$ cat src/hdl/assert_macros.svh
// Assertion macros used by the indexed list buffer sequencer.
`ifndef ASSERT_MACROS_SVH
`define ASSERT_MACROS_SVH
`ifndef SYNTH
`define ILB_ASSERT(lbl, clk, rst_n, prop) \
	lbl: assert property (@(posedge clk) disable iff (!rst_n) prop) \
		else $error("assertion failed");
`define ILB_NEVER(lbl, clk, rst_n, prop) \
	lbl: assert property (@(posedge clk) disable iff (!rst_n) !(prop)) \
		else $error("forbidden condition seen");
`else
`define ILB_ASSERT(lbl, clk, rst_n, prop)
`define ILB_NEVER(lbl, clk, rst_n, prop)
`endif
`endif

$ cat src/hdl/ilb_pkg.sv
// Types and constants of the indexed list buffer.
package ilb_pkg;

	localparam int DEPTH_DEF  = 16;
	localparam int DATA_W_DEF = 32;

	localparam int OPCODE_W = 3;
	localparam int INDEX_W  = 5;
	localparam int VALUE_W  = 32;
	localparam int COUNT_W  = 5;
	localparam int STATUS_W = 2;

	typedef enum logic [OPCODE_W-1:0] {
		OP_APPEND = 3'd0,
		OP_DROP   = 3'd1,
		OP_INSERT = 3'd2,
		OP_REMOVE = 3'd3,
		OP_READ   = 3'd4
	} opcode_t;

	typedef enum logic [STATUS_W-1:0] {
		ST_OK    = 2'd0,
		ST_INDEX = 2'd1,
		ST_FULL  = 2'd2,
		ST_EMPTY = 2'd3
	} status_t;

	typedef enum logic [1:0] {
		S_IDLE,
		S_MOVE,
		S_RDWAIT,
		S_DONE
	} seq_state_t;

	typedef struct packed {
		logic [VALUE_W-1:0] read_value;
		logic [COUNT_W-1:0] count;
		status_t            status;
	} res_t;

endpackage

$ cat src/hdl/ilb_mem.sv
// Entry store: one write port, one read port, registered read data.
module ilb_mem #(
	parameter int DEPTH  = ilb_pkg::DEPTH_DEF,
	parameter int DATA_W = ilb_pkg::DATA_W_DEF,
	localparam int AW    = $clog2(DEPTH)
) (
	input  logic              clk,
	input  logic              we,
	input  logic [AW-1:0]     waddr,
	input  logic [DATA_W-1:0] wdata,
	input  logic              re,
	input  logic [AW-1:0]     raddr,
	output logic [DATA_W-1:0] rdata
);

	logic [DATA_W-1:0] mem_q [DEPTH];
	logic [DATA_W-1:0] rdata_q;

	always_ff @(posedge clk) begin
		if (we) begin
			mem_q[waddr] <= wdata;
		end
	end

	always_ff @(posedge clk) begin
		if (re) begin
			rdata_q <= mem_q[raddr];
		end
	end

	assign rdata = rdata_q;

endmodule

$ cat src/hdl/ilb_seq.sv
// Sequencer: decodes an item, checks it, and shifts entries through the store.
`include "assert_macros.svh"

module ilb_seq #(
	parameter int DEPTH  = ilb_pkg::DEPTH_DEF,
	parameter int DATA_W = ilb_pkg::DATA_W_DEF,
	localparam int AW    = $clog2(DEPTH)
) (
	input  logic                          clk,
	input  logic                          arst_n,
	input  logic                          in_valid,
	output logic                          in_stall,
	input  logic [ilb_pkg::OPCODE_W-1:0]  opcode,
	input  logic [ilb_pkg::INDEX_W-1:0]   index,
	input  logic [ilb_pkg::VALUE_W-1:0]   value,
	output logic                          res_valid,
	output ilb_pkg::res_t                 res,
	input  logic                          res_take,
	output logic                          mem_we,
	output logic [AW-1:0]                 mem_waddr,
	output logic [DATA_W-1:0]             mem_wdata,
	output logic                          mem_re,
	output logic [AW-1:0]                 mem_raddr,
	input  logic [DATA_W-1:0]             mem_rdata
);

	localparam int CW   = $clog2(DEPTH + 1);
	localparam int CMPW = (CW > ilb_pkg::INDEX_W) ? CW : ilb_pkg::INDEX_W;

	ilb_pkg::seq_state_t state_q, state_d;
	ilb_pkg::status_t    st_c;
	ilb_pkg::status_t    status_q;
	ilb_pkg::opcode_t    op_c;

	logic              accept;
	logic              ok_c;
	logic              is_full;
	logic [CMPW-1:0]   idx_w;
	logic [CMPW-1:0]   cnt_w;
	logic [CW-1:0]     count_q;
	logic [CW-1:0]     left_q;
	logic [AW-1:0]     src_q;
	logic [AW-1:0]     dst_s1;
	logic [AW-1:0]     slot_q;
	logic              pend_s1;
	logic              up_q;
	logic [DATA_W-1:0] val_q;
	logic [DATA_W-1:0] rd_q;

	assign op_c    = ilb_pkg::opcode_t'(opcode);
	assign idx_w   = CMPW'(index);
	assign cnt_w   = CMPW'(count_q);
	assign is_full = (count_q == CW'(DEPTH));
	assign accept  = in_valid && (state_q == ilb_pkg::S_IDLE);
	assign in_stall = (state_q != ilb_pkg::S_IDLE);
	assign ok_c    = (st_c == ilb_pkg::ST_OK);

	always_comb begin
		case (op_c)
			ilb_pkg::OP_APPEND: begin
				st_c = is_full ? ilb_pkg::ST_FULL : ilb_pkg::ST_OK;
			end
			ilb_pkg::OP_DROP: begin
				st_c = (count_q == '0) ? ilb_pkg::ST_EMPTY : ilb_pkg::ST_OK;
			end
			ilb_pkg::OP_INSERT: begin
				if (idx_w > cnt_w) begin
					st_c = ilb_pkg::ST_INDEX;
				end else if (is_full) begin
					st_c = ilb_pkg::ST_FULL;
				end else begin
					st_c = ilb_pkg::ST_OK;
				end
			end
			ilb_pkg::OP_REMOVE, ilb_pkg::OP_READ: begin
				st_c = (idx_w >= cnt_w) ? ilb_pkg::ST_INDEX : ilb_pkg::ST_OK;
			end
			default: begin
				st_c = ilb_pkg::ST_OK;
			end
		endcase
	end

	always_ff @(posedge clk or negedge arst_n) begin
		if (!arst_n) begin
			state_q <= ilb_pkg::S_IDLE;
		end else begin
			state_q <= state_d;
		end
	end

	always_comb begin
		state_d   = state_q;
		mem_we    = 1'b0;
		mem_waddr = dst_s1;
		mem_wdata = mem_rdata;
		mem_re    = 1'b0;
		mem_raddr = src_q;
		case (state_q)
			ilb_pkg::S_IDLE: begin
				if (in_valid) begin
					if (ok_c && (op_c == ilb_pkg::OP_APPEND)) begin
						mem_we    = 1'b1;
						mem_waddr = AW'(count_q);
						mem_wdata = DATA_W'(value);
					end
					if (ok_c && (op_c == ilb_pkg::OP_READ)) begin
						mem_re    = 1'b1;
						mem_raddr = AW'(index);
					end
					if (ok_c && ((op_c == ilb_pkg::OP_INSERT) ||
					             (op_c == ilb_pkg::OP_REMOVE))) begin
						state_d = ilb_pkg::S_MOVE;
					end else if (ok_c && (op_c == ilb_pkg::OP_READ)) begin
						state_d = ilb_pkg::S_RDWAIT;
					end else begin
						state_d = ilb_pkg::S_DONE;
					end
				end
			end
			ilb_pkg::S_MOVE: begin
				mem_re = (left_q != '0);
				mem_we = pend_s1;
				if ((left_q == '0) && !pend_s1) begin
					if (up_q) begin
						mem_we    = 1'b1;
						mem_waddr = slot_q;
						mem_wdata = val_q;
					end
					state_d = ilb_pkg::S_DONE;
				end
			end
			ilb_pkg::S_RDWAIT: begin
				state_d = ilb_pkg::S_DONE;
			end
			ilb_pkg::S_DONE: begin
				if (res_take) begin
					state_d = ilb_pkg::S_IDLE;
				end
			end
			default: begin
				state_d = ilb_pkg::S_IDLE;
			end
		endcase
	end

	// count and shift control
	always_ff @(posedge clk or negedge arst_n) begin
		if (!arst_n) begin
			count_q <= '0;
			left_q  <= '0;
			pend_s1 <= 1'b0;
		end else begin
			pend_s1 <= (state_q == ilb_pkg::S_MOVE) && (left_q != '0);
			if (accept) begin
				if (op_c == ilb_pkg::OP_INSERT) begin
					left_q <= CW'(cnt_w - idx_w);
				end else begin
					left_q <= CW'(cnt_w - idx_w - CMPW'(1));
				end
				if (ok_c) begin
					case (op_c)
						ilb_pkg::OP_APPEND, ilb_pkg::OP_INSERT: begin
							count_q <= count_q + CW'(1);
						end
						ilb_pkg::OP_DROP, ilb_pkg::OP_REMOVE: begin
							count_q <= count_q - CW'(1);
						end
						default: begin
							count_q <= count_q;
						end
					endcase
				end
			end else if ((state_q == ilb_pkg::S_MOVE) && (left_q != '0)) begin
				left_q <= left_q - CW'(1);
			end
		end
	end

	always_ff @(posedge clk) begin
		if (accept) begin
			status_q <= st_c;
			rd_q     <= '0;
			val_q    <= DATA_W'(value);
			slot_q   <= AW'(index);
			up_q     <= (op_c == ilb_pkg::OP_INSERT);
			if (op_c == ilb_pkg::OP_INSERT) begin
				src_q <= AW'(count_q) - AW'(1);
			end else begin
				src_q <= AW'(index) + AW'(1);
			end
		end else if ((state_q == ilb_pkg::S_MOVE) && (left_q != '0)) begin
			src_q  <= up_q ? (src_q - AW'(1)) : (src_q + AW'(1));
			dst_s1 <= up_q ? (src_q + AW'(1)) : (src_q - AW'(1));
		end else if (state_q == ilb_pkg::S_RDWAIT) begin
			rd_q <= mem_rdata;
		end
	end

	assign res_valid      = (state_q == ilb_pkg::S_DONE);
	assign res.read_value = ilb_pkg::VALUE_W'(rd_q);
	assign res.count      = ilb_pkg::COUNT_W'(count_q);
	assign res.status     = status_q;

	`ILB_NEVER(a_rw_same_entry, clk, arst_n, mem_we && mem_re && (mem_waddr == mem_raddr))
	`ILB_ASSERT(a_count_only_on_accept, clk, arst_n, !accept |=> $stable(count_q))
	`ILB_ASSERT(a_done_holds, clk, arst_n, (res_valid && !res_take) |=> res_valid)
	`ILB_ASSERT(a_count_bound, clk, arst_n, accept |=> (count_q <= CW'(DEPTH)))

endmodule

$ cat src/hdl/indexed_list_buffer_unit.sv
// Top level of the indexed list buffer: sequencer, entry store and result register.
//
// An ordered list of up to DEPTH words with append, drop last, insert at index,
// remove at index and read at index; every item gives one result with the word
// read, the count afterwards and a status. One item is worked on at a time.
// An insert or remove moves at most DEPTH - 1 entries; the single store moves
// one entry per cycle: a read of the next source overlaps the write of the
// previous one. The result register lets the next item in while a result waits.
// Entries hold nothing until written.
module indexed_list_buffer_unit #(
	parameter int DEPTH  = ilb_pkg::DEPTH_DEF,
	parameter int DATA_W = ilb_pkg::DATA_W_DEF
) (
	input  logic                          clk,
	input  logic                          arst_n,
	input  logic                          in_valid,
	output logic                          in_stall,
	input  logic [ilb_pkg::OPCODE_W-1:0]  opcode,
	input  logic [ilb_pkg::INDEX_W-1:0]   index,
	input  logic [ilb_pkg::VALUE_W-1:0]   value,
	output logic                          out_valid,
	input  logic                          out_stall,
	output logic [ilb_pkg::VALUE_W-1:0]   read_value,
	output logic [ilb_pkg::COUNT_W-1:0]   count,
	output logic [ilb_pkg::STATUS_W-1:0]  status
);

	localparam int AW = $clog2(DEPTH);

	logic              res_valid;
	logic              res_take;
	ilb_pkg::res_t     res;
	ilb_pkg::res_t     out_q;
	logic              out_valid_q;
	logic              mem_we;
	logic [AW-1:0]     mem_waddr;
	logic [DATA_W-1:0] mem_wdata;
	logic              mem_re;
	logic [AW-1:0]     mem_raddr;
	logic [DATA_W-1:0] mem_rdata;

	ilb_seq #(
		.DEPTH  (DEPTH),
		.DATA_W (DATA_W)
	) u_seq (
		.clk       (clk),
		.arst_n    (arst_n),
		.in_valid  (in_valid),
		.in_stall  (in_stall),
		.opcode    (opcode),
		.index     (index),
		.value     (value),
		.res_valid (res_valid),
		.res       (res),
		.res_take  (res_take),
		.mem_we    (mem_we),
		.mem_waddr (mem_waddr),
		.mem_wdata (mem_wdata),
		.mem_re    (mem_re),
		.mem_raddr (mem_raddr),
		.mem_rdata (mem_rdata)
	);

	ilb_mem #(
		.DEPTH  (DEPTH),
		.DATA_W (DATA_W)
	) u_mem (
		.clk   (clk),
		.we    (mem_we),
		.waddr (mem_waddr),
		.wdata (mem_wdata),
		.re    (mem_re),
		.raddr (mem_raddr),
		.rdata (mem_rdata)
	);

	assign res_take = !out_valid_q || !out_stall;

	always_ff @(posedge clk or negedge arst_n) begin
		if (!arst_n) begin
			out_valid_q <= 1'b0;
		end else if (res_take) begin
			out_valid_q <= res_valid;
		end
	end

	always_ff @(posedge clk) begin
		if (res_take && res_valid) begin
			out_q <= res;
		end
	end

	assign out_valid  = out_valid_q;
	assign read_value = out_q.read_value;
	assign count      = out_q.count;
	assign status     = out_q.status;

endmodule

$ cat config.mk
export PLATFORM = sky130hd
export DESIGN_NAME = indexed_list_buffer_unit
export DESIGN_NICKNAME = d
export VERILOG_FILES = /design/src/hdl/ilb_pkg.sv /design/src/hdl/ilb_mem.sv /design/src/hdl/ilb_seq.sv /design/src/hdl/indexed_list_buffer_unit.sv
export VERILOG_INCLUDE_DIRS = /design/src /design/src/hdl
export SDC_FILE = /design/constraint.sdc
export NUM_CORES = 1
export LEC_CHECK = 0
export BUFFER_PORTS_ARGS = -buffer_cell sky130_fd_sc_hd__buf_2
export CORE_MARGIN = 2
export CORE_UTILIZATION = 45
export CTS_BUF_LIST = sky130_fd_sc_hd__clkbuf_4
export CTS_CLUSTER_DIAMETER = 120
export DETAILED_ROUTE_END_ITERATION = 10
export HOLD_SLACK_MARGIN = 0.05
export MAX_ROUTING_LAYER = met4
export PLACE_DENSITY = 0.71
export SLEW_MARGIN = 20
export SYNTH_ARGS = -nofsm -noshare
export SYNTH_HDL_FRONTEND = slang
export SYNTH_SLANG_ARGS = --single-unit
$ cat constraint.sdc
create_clock -name clk -period 4.91 [get_ports clk]
set_input_delay 0.2455 -clock clk [delete_from_list [all_inputs] [get_ports clk]]
set_output_delay 0.2455 -clock clk [all_outputs]
set_load 0.05 [all_outputs]
==> results of run 1 <==
[through the flow]
stage | setup WS [ps] | cells
after floorplan | 887 | 1549
after global placement | 848 | 2371
after detailed placement | 742 | 2372
after CTS | 737 | 2757
after global routing | 407 | 2759
final | 727 | 2759
[timing repair]
| item | in CTS | in global routing |
|---|---|---|
| resized for setup | 0 | 0 |
| hold buffers | 84 | 0 |
| endpoints found under the hold margin | 610 | 0 |
[cell usage in the layout (no fill, tap or decap), types with 17 or more instances in the layout]
cell and count:
clkinv_1 32, o22ai_1 130, dlygate4sd3_1 84, clkbuf_4 256
nand2_1 34, or4_1 33, buf_4 41, nor2_4 17
mux2i_1 303, dfxtp_1 32, buf_2 84, ha_1 18
inv_1 55, nor2_1 53, edfxtp_1 630, a222oi_1 32
[metal layers]
layer,wire length [um],track usage [%],vias up
li1,-,-,6893
met1,26700,28.9,7756
met2,28900,32.1,700
met3,5370,5.32,110
met4,1330,8.02,0
met5,0,-,-
[registers in the layout, indices dropped and copies added (netlist names), 4 cells and up]
register      flops
u_mem.rdata      32
u_seq.dst_s1      4
u_seq.slot_q      4
u_seq.val_q      32
u_seq.src_q       4
count             5
u_seq.cnt_w       5
read_value       32
u_mem.mem_q     512
u_seq.left_q      5
u_seq.rd_q       32
[how the worst max path moves through the flow]
stage                           startpoint                 to  slack (ps)  cells past startpoint
after floorplan                  out_valid           count[0]         890                      1
after global placement           opcode[2]  u_mem.mem_q[1][7]         850                      9
after detailed placement  u_seq.state_q[0]    u_mem.rdata[27]         740                     12
after CTS                 u_seq.state_q[0]    u_mem.rdata[19]         740                     12
after global routing        u_seq.cnt_w[1]  u_mem.mem_q[1][3]         410                     10
final                       u_seq.cnt_w[1]  u_mem.mem_q[1][3]         730                     10
[worst max-delay path, delay by kind of cell, from the launching register on]
family	cells	cell delay, ps
compound gates	2	990
buf+inv	2	490
simple gates	4	1230
flops	1	580
fa+ha+maj	1	230
mux	1	290
[power by group through the flow]
stage,combinational [uW],sequential (uW),clock [uW]
after CTS,6060,8650,4920
after floorplan,3730,9000,0
final,6050,8650,4800
after global routing,6570,8730,5220
after detailed placement,5980,8760,0
after global placement,5760,8750,0
[cells by family (layout without fill, tap and decap cells)]
| group | count (synthesis) | count (layout) |
|---|---|---|
| flip-flops | 676 | 676 |
| multiplexers | 307 | 307 |
| AO/OA/AOI/OAI | 215 | 215 |
| AND/OR/NAND/NOR | 171 | 171 |
| XOR/XNOR | 25 | 25 |
| buffers and inverters | 134 | 577 |
| other | 0 | 2 |
| adder cells (fa/ha/maj) | 21 | 21 |
[cell type report]
| type | instances | share of cell area, % |
|---|---|---|
| multi-input cells | 739 | 19.5 |
| repair buffers | 219 | 5.70 |
| clock buffers | 256 | 6.17 |
| diodes | 2 | 0.0161 |
| clock inverters | 45 | 0.971 |
| inverters | 57 | 0.690 |
| flip-flops and latches | 676 | 63.9 |
| well taps | 765 | 3.07 |
==> flow_summary.toml, run 1 <==
[cts]
numCtsBuffers = 166
cts_sinks = 676
cts_max_path_buffers = 3
cts_tree = "yes"
cts_max_level = 4
cts.clk_slew.worst_paths_ps = 70
clk_latency_ps = 970
ctsRootBufferMaster = "clkbuf_4"
cts_setup_buffers = 0

[power_and_ir_drop]
ir_drop_uv = 440
power_switching_uw = 6710
seqPwrFrac_pct = 44.3
leakagePower_uw = 0.0116
p_per_area_mw_per_mm2 = 626
p_comb_share_pct = 31.0
finalPower_uw = 19500
switching_share_pct = 34.4
pwr-share-clk_pct = 24.6
p_int_uw = 12800

[grt]
grt_pass1_wl_um = 94100
grt_pass1_vias = 15600
gr-total-overflow = 0
grtUsageTotal_pct = 21.6
antenna_found_initial = 2
grt_start_max_net_pins = 79

[synthesis]
avgSynthCellArea_um2 = 17.0
synth_compound_area_share_pct = 5.66
synthArstFlopShare_pct = 2.07
postSynthCellCount = 1549
yosys_warnings = 0
yosysMostFrequentCell = "edfxtp_1"
synth_top_area_share_pct = 71.8
ys.flop_type = "edfxtp_1"
synth_nets = 1614
synth_top_family_by_area = "multiplexers"
synth_fa_ha_area_share_pct = 1.05
synth_cell_types = 52
yosysSeqAreaShare_pct = 75.6
syn_area_mm2 = 0.0264
synth-seq-cells = 676
post-synth-top-area-cell = "edfxtp_1"
synth_edf_count = 630
synth.area.top_cells = "edfxtp_1, mux2i_1, o22ai_1"
netlist_top_cells_count = "edfxtp_1, mux2i_1, o22ai_1"
synthMuxAreaShare_pct = 11.7
synth_simple_gate_area_share_pct = 3.21
synth_xor_area_share_pct = 0.831

[cells_and_area]
fin_util_pct = 53.9
nets = 1924
stdcell_area_mm2 = 0.0312
area_growth_pct = 18.3
multi_input_area_mm2 = 0.00608
ff_latch_area_mm2 = 0.0199
drive_gt1_share_pct = 21.9
fill_cells = 4513

[floorplanning]
fp.dieW_um = 246
num_io_pins = 85
fp.dieH_um = 246
initial_core_util_pct = 45.6
core_mm2 = 0.0578
row_count = 88
fp.dieArea_mm2 = 0.0605

[sta]
fin_crit_ps = 4180
fmax_mhz = 239
hold_slack_ps = 288
rsz0062_at_grt = "no"
finalSetupViolCount = 0
hold_violations = 0
slew_violations = 0
finalCritPeriodShare_pct = 85.2
tightest_slew_ps = 1080
setup-tns-final_ps = 0
relSlewSlack_pct = 27.9
skew_ps = 43.4

[worst_hold_path]
hp-start = "out_stall"
hp-class = "primary input to flip-flop"
hold_path_depth = 3
hold_end = "count[1]"

[detailed_routing]
wire_per_inst_um = 22.6
firstDrtPassIters = 5
antenna_left = 0
drt_iter0_drc = 1375
drc_errors = 0
vias = 15500
wirelength_um = 62300
via_per_inst = 5.60

[setup_path]
reg2reg_from = "u_seq.cnt_w[1]"
endpoint_kind = "flip-flop"
cp-start-kind = "flip-flop"
path_cells = "inv_1 > ha_1 > nor3b_1 > a21oi_1 > mux2i_1 > nor2_1 > a221oi_1 > nand3_1 > nor2_4 > buf_4"
rr_worst_depth = 10
crit_required_ps = 5530
r2r_slack_ps = 730
critPathMaxStageDelay_ps = 630
critPathMaxFanout = 13
slowest_stage = "a21oi_1"
reg2reg_to = "u_mem.mem_q[1][3]"
critPathArrivalTime_ps = 4800
path_class = "flip-flop to flip-flop"

[job]
maxCapViolations = 0

[place]
gp_congestion = 0.878
place.port_buffers = 84
dp_hpwl_um = 34800
dpl_cell_area_mm2 = 0.0281

[run_status]
status = "finished, final reports clean"
(Power assumes the default switching activity.)
==> inputs of run 2 (changes only) <==
--- a/config.mk
+++ b/config.mk
@@ -18,4 +18,5 @@
 export SLEW_MARGIN = 20
 export SYNTH_ARGS = -nofsm -noshare
 export SYNTH_HDL_FRONTEND = slang
+export SYNTH_HIERARCHICAL = 1
 export SYNTH_SLANG_ARGS = --single-unit
==> flow_summary.toml, run 2 <==
[cells_and_area]
layout_commonest_cell = "edfxtp_1"
ff_latch_area_mm2 = 0.0199
layout_common_cells = "edfxtp_1, clkbuf_4, mux4_2"
fill_cells = 4483
largest_register = "u_mem/mem_q"
multi_input_area_mm2 = 0.00584
drive_gt1_share_pct = 31.9
final_cells = 2549
nets = 1705
largest_reg_flops = 512
area_growth_pct = 18.2
stdcell_area_mm2 = 0.0309
fin_util_pct = 53.7

[cts]
cts_max_level = 4
ctsRootBufferMaster = "clkbuf_4"
cts_setup_buffers = 0
cts_hold_buf = 86
clk_latency_ps = 990
numCtsBuffers = 171
cts.clk_slew.worst_paths_ps = 70
cts_sinks = 676
cts_max_path_buffers = 3
cts_tree = "yes"
cts.repair.resized = 0

[setup_path]
cp-start-kind = "flip-flop"
critPathMaxFanout = 33
cp-startpoint = "u_seq/cnt_w[0]"
reg2reg_to = "u_mem/mem_q[7][25]"
path_class = "flip-flop to flip-flop"
r2r_slack_ps = 400
reg2reg_from = "u_seq/cnt_w[0]"
crit_required_ps = 5540
critPathArrivalTime_ps = 5140
endpoint_kind = "flip-flop"
cp-endpoint = "u_mem/mem_q[7][25]"
rr_worst_depth = 11

[floorplanning]
row_count = 88
fp.dieW_um = 245
num_io_pins = 85
initial_core_util_pct = 45.4
fp.dieH_um = 245
core_mm2 = 0.0575
fp.dieArea_mm2 = 0.0600

[sta]
tightest_slew_ps = 1090
hold_violations = 0
skew_ps = 89.8
fmax_mhz = 222
setup-tns-final_ps = 0
fin_crit_ps = 4510
finalCritPeriodShare_pct = 91.9
rsz0062_at_grt = "no"
relSlewSlack_pct = 27.1
finalSetupViolCount = 0
slew_violations = 0

[detailed_routing]
via_per_inst = 5.59
drc_errors = 0
wire_per_inst_um = 23.3
vias = 14300
antenna_left = 0
drt_iter0_drc = 1391
wirelength_um = 59500
firstDrtPassIters = 6

[synthesis]
synth_edf_count = 630
post-synth-top-area-cell = "edfxtp_1"
yosysSeqAreaShare_pct = 76.3
yosys_warnings = 6
synth_cell_types = 55
ys.flop_type = "edfxtp_1"
synth_top_area_share_pct = 72.5
netlist_top_cells_count = "edfxtp_1, mux4_2, a22oi_1"
synth_nets = 1381
synth-seq-cells = 676
synthArstFlopShare_pct = 2.07
postSynthCellCount = 1316
avgSynthCellArea_um2 = 19.8
yosysMostFrequentCell = "edfxtp_1"
synth.area.top_cells = "edfxtp_1, mux4_2, dfxtp_1"
syn_area_mm2 = 0.0261

[power_and_ir_drop]
p_int_uw = 12900
ir_drop_uv = 358
finalPower_uw = 19500
seqPwrFrac_pct = 43.9
switching_share_pct = 34.1
leakagePower_uw = 0.0107
p_comb_share_pct = 32.1
p_per_area_mw_per_mm2 = 633
power_switching_uw = 6660
pwr-share-clk_pct = 24.0

[grt]
grtUsageTotal_pct = 21.1
grt_pass1_vias = 15100
grt_pass1_wl_um = 90900
grt_start_max_net_pins = 55
gr-total-overflow = 0
antenna_found_initial = 2

[run_status]
status = "finished, final reports clean"

[place]
place.port_buffers = 84
dpl_cell_area_mm2 = 0.0278
dp_hpwl_um = 34200
place_inst = 2146
gp_congestion = 0.823

[job]
maxCapViolations = 0

[worst_hold_path]
hp-class = "primary input to flip-flop"
[run 2: changes by cell type in the layout (fill, tap and decap cells not counted), moves of 4 or more]
cell,previous run,this run
a222oi_1,32,36
a22oi_1,2,64
buf_12,9,5
clkinv_1,32,43
inv_2,2,6
mux2i_1,303,36
mux4_2,0,128
nand2_1,34,53
nor2_1,53,43
o22ai_1,130,0
or4_1,33,0
[run 2: cells by family (layout without fill, tap and decap cells)]
group / count (synthesis) / in the layout / synth area share, %
adder cells (fa/ha/maj): 21 / 21 / 1.06
AO/OA/AOI/OAI: 144 / 144 / 4.32
multiplexers: 172 / 172 / 12.8
buffers and inverters: 124 / 589 / 2.08
XOR/XNOR: 22 / 22 / 0.738
other: 0 / 3 / 0
flip-flops: 676 / 676 / 76.3
AND/OR/NAND/NOR: 157 / 157 / 2.78
[run 2: layer usage]
| layer | routed length, um | global-route usage [%] |
|---|---|---|
| met5 | 0 | - |
| met4 | 964 | 6.67 |
| met3 | 4590 | 5.67 |
| met2 | 29400 | 33.1 |
| met1 | 24600 | 26.9 |
[run 2: worst max-delay path: stages (launching register included)]
cell      delay (ps)
dfrtp_1          490
inv_1            200
ha_1             250
nor4bb_1         560
nor4b_2          120
a21oi_1          400
a21o_4           470
a222oi_1         230
inv_1            150
nand3b_1         320
nor2_4           580
buf_4            340
[run 2: power groups by stage]
stage          sequential [uW]  combinational [uW]  clock, uW
6_report                  8580                6280       4680
4_1_cts                   8580                6320       4820
3_5_place_dp              8690                6230          0
5_1_grt                   8660                6790       5110
2_1_floorplan             8940                3820          0
3_3_place_gp              8680                6000          0
[run 2: metrics by stage]
step / hold slack, ps / setup slack [ps]
global placement: 172 / 618
detailed placement: 179 / 535
floorplan: -50.1 / 24.9
CTS: 176 / 472
global route: 252 / 205
finish: 295 / 397
[run 2: worst min path at each step]
| stage | start | end | slack, ps | depth (start not counted) |
|---|---|---|---|---|
| 4_1_cts | opcode[2] | u_seq/cnt_w[2] | 180 | 4 |
| 5_1_grt | opcode[2] | u_seq/cnt_w[2] | 250 | 4 |
| 3_5_place_dp | arst_n | u_seq/cnt_w[0] | 180 | 1 |
| 2_1_floorplan | arst_n | out_valid | -50 | 0 |
| 3_3_place_gp | arst_n | u_seq/cnt_w[0] | 170 | 1 |
| 6_report | opcode[2] | u_seq/cnt_w[2] | 290 | 4 |
[run 2: layout make-up]
| cell class | instances | share of cell area [%] |
|---|---|---|
| diodes | 3 | 0.0243 |
| clock buffers | 258 | 6.28 |
| clock inverters | 56 | 0.835 |
| inverters | 59 | 0.722 |
| multi-input cells | 516 | 18.9 |
| flip-flops and latches | 676 | 64.5 |
| well taps | 765 | 3.10 |
| repair buffers | 216 | 5.60 |
==> inputs of run 3 (changes only) <==
--- a/config.mk
+++ b/config.mk
@@ -7,6 +7,8 @@
 export NUM_CORES = 1
 export LEC_CHECK = 0
 export BUFFER_PORTS_ARGS = -buffer_cell sky130_fd_sc_hd__buf_2
+export CELL_PAD_IN_SITES_DETAIL_PLACEMENT = 1
+export CELL_PAD_IN_SITES_GLOBAL_PLACEMENT = 1
 export CORE_MARGIN = 2
 export CORE_UTILIZATION = 45
 export CTS_BUF_LIST = sky130_fd_sc_hd__clkbuf_4
@@ -14,7 +16,7 @@
 export DETAILED_ROUTE_END_ITERATION = 10
 export HOLD_SLACK_MARGIN = 0.05
 export MAX_ROUTING_LAYER = met4
-export PLACE_DENSITY = 0.71
+export PLACE_DENSITY = 0.78
 export SLEW_MARGIN = 20
 export SYNTH_ARGS = -nofsm -noshare
 export SYNTH_HDL_FRONTEND = slang
==> flow_summary.toml, run 3 (synthesized netlist as in run 2, its figures left out) <==
[floorplanning]
row_count = 88
fp.dieH_um = 245
fp.dieArea_mm2 = 0.0600
fp.dieW_um = 245
core_mm2 = 0.0575
num_io_pins = 85
initial_core_util_pct = 45.4

[detailed_routing]
drc_errors = 0
wire_per_inst_um = 25.7
wirelength_um = 64600
firstDrtPassIters = 8
via_per_inst = 5.66
antenna_left = 0
vias = 14300
drt_iter0_drc = 1428

[setup_path]
critPathMaxFanout = 33
endpoint_kind = "flip-flop"
critPathArrivalTime_ps = 4890
reg2reg_to = "u_mem/mem_q[0][23]"
path_class = "flip-flop to flip-flop"
cp-start-kind = "flip-flop"
reg2reg_from = "u_seq/cnt_w[1]"
r2r_slack_ps = 590
rr_worst_depth = 11
crit_required_ps = 5480

[run_status]
status = "finished, final reports clean"

[cts]
cts_max_level = 4
cts_max_path_buffers = 3
cts_sinks = 676
cts_tree = "yes"
cts.clk_slew.worst_paths_ps = 70
cts.repair.resized = 0
clk_latency_ps = 980
numCtsBuffers = 166
ctsRootBufferMaster = "clkbuf_4"

[cells_and_area]
largest_reg_flops = 512
layout_commonest_cell = "edfxtp_1"
fin_util_pct = 53.4
final_cells = 2518
drive_gt1_share_pct = 31.9
area_growth_pct = 17.6
layout_common_cells = "edfxtp_1, clkbuf_4, mux4_2"
largest_register = "u_mem/mem_q"
nets = 1693

[grt]
grt_pass1_wl_um = 98400
grtUsageTotal_pct = 23.1
grt_pass1_vias = 15800
gr-total-overflow = 0
antenna_found_initial = 2
grt_start_max_net_pins = 70

[worst_hold_path]
hold_end = "u_seq/cnt_w[0]"
hp-class = "primary input to flip-flop"
hold_path_depth = 4
hp-start = "opcode[2]"

[place]
place_ws_ps = 621
dp_hpwl_um = 35500
place.port_buffers = 84
place_inst = 2140
gp_congestion = 0.898

[job]
maxCapViolations = 0

[sta]
slew_violations = 0
relSlewSlack_pct = 35.8
setup_ws_ps = 587
fin_crit_ps = 4320
tightest_slew_ps = 963
setup-tns-final_ps = 0
skew_ps = 58.9
rsz0062_at_grt = "no"
fmax_mhz = 231
hold_violations = 0
finalCritPeriodShare_pct = 88.0
finalSetupViolCount = 0

[power_and_ir_drop]
p_per_area_mw_per_mm2 = 634
leakagePower_uw = 0.0106
ir_drop_uv = 322
run 3: what timing repair did:
| action | CTS | global route |
|---|---|---|
| endpoints found under the setup margin | 0 | 0 |
| setup buffers | 0 | 0 |
| endpoints found under the hold margin | 602 | 0 |
| hold buffers | 85 | 0 |
run 3: worst max path at each step:
stage,startpoint,end,cells past startpoint
floorplan,u_seq/cnt_w[1],u_mem/mem_q[4][0],9
global placement,u_seq/cnt_w[1],u_mem/rdata[23],11
detailed placement,u_seq/cnt_w[1],u_mem/mem_q[0][30],11
CTS,u_seq/cnt_w[1],u_mem/mem_q[0][23],11
global route,u_seq/cnt_w[1],u_mem/mem_q[0][23],11
finish,u_seq/cnt_w[1],u_mem/mem_q[0][23],11
run 3: cell type report:
cell class,instances,area (um2)
Antenna cell,2,5.00
Clock buffer,255,1910
Clock inverter,36,249
Fill cell,5342,26800
Inverter,59,223
Multi-Input combinational cell,516,5840
Sequential cell,676,19900
Tap cell,765,957
Timing Repair Buffer,209,1620
run 3: report_power, final:
| part | total [uW] | leakage (uW) | internal (uW) | switching, uW |
|---|---|---|---|---|
| combinational | 6140 | 0.00318 | 2150 | 3980 |
| sequential | 8590 | 0.00617 | 8180 | 415 |
| clock | 4760 | 0.00130 | 2560 | 2200 |
run 3: worst max-delay path, stage by stage (launching register included):
cell      delay, ps
dfrtp_1         550
inv_1           120
ha_1            220
nor4bb_1        170
nor4b_2         340
a21oi_1         160
a21o_4          420
a222oi_1        440
inv_1           140
or3b_2          610
nor3_4          140
buf_4           550
run 3: layer usage:
layer	global-route usage, %	share of wire, %	wire length, um	vias up
met5	-	0	0	-
met4	8.30	1.9	1240	0
met3	5.59	7.9	5100	97
met2	36.8	50	32400	649
met1	29.1	40	25900	7418
li1	-	-	-	6089
run 3: per-stage QoR:
stage	total power (uW)	hold slack [ps]	cell area, um2
6_report	19500	314	30700
5_1_grt	20500	245	30700
3_3_place_gp	14400	192	27700
3_5_place_dp	14800	199	27700
4_1_cts	19700	162	30700
2_1_floorplan	12800	-50.1	26100
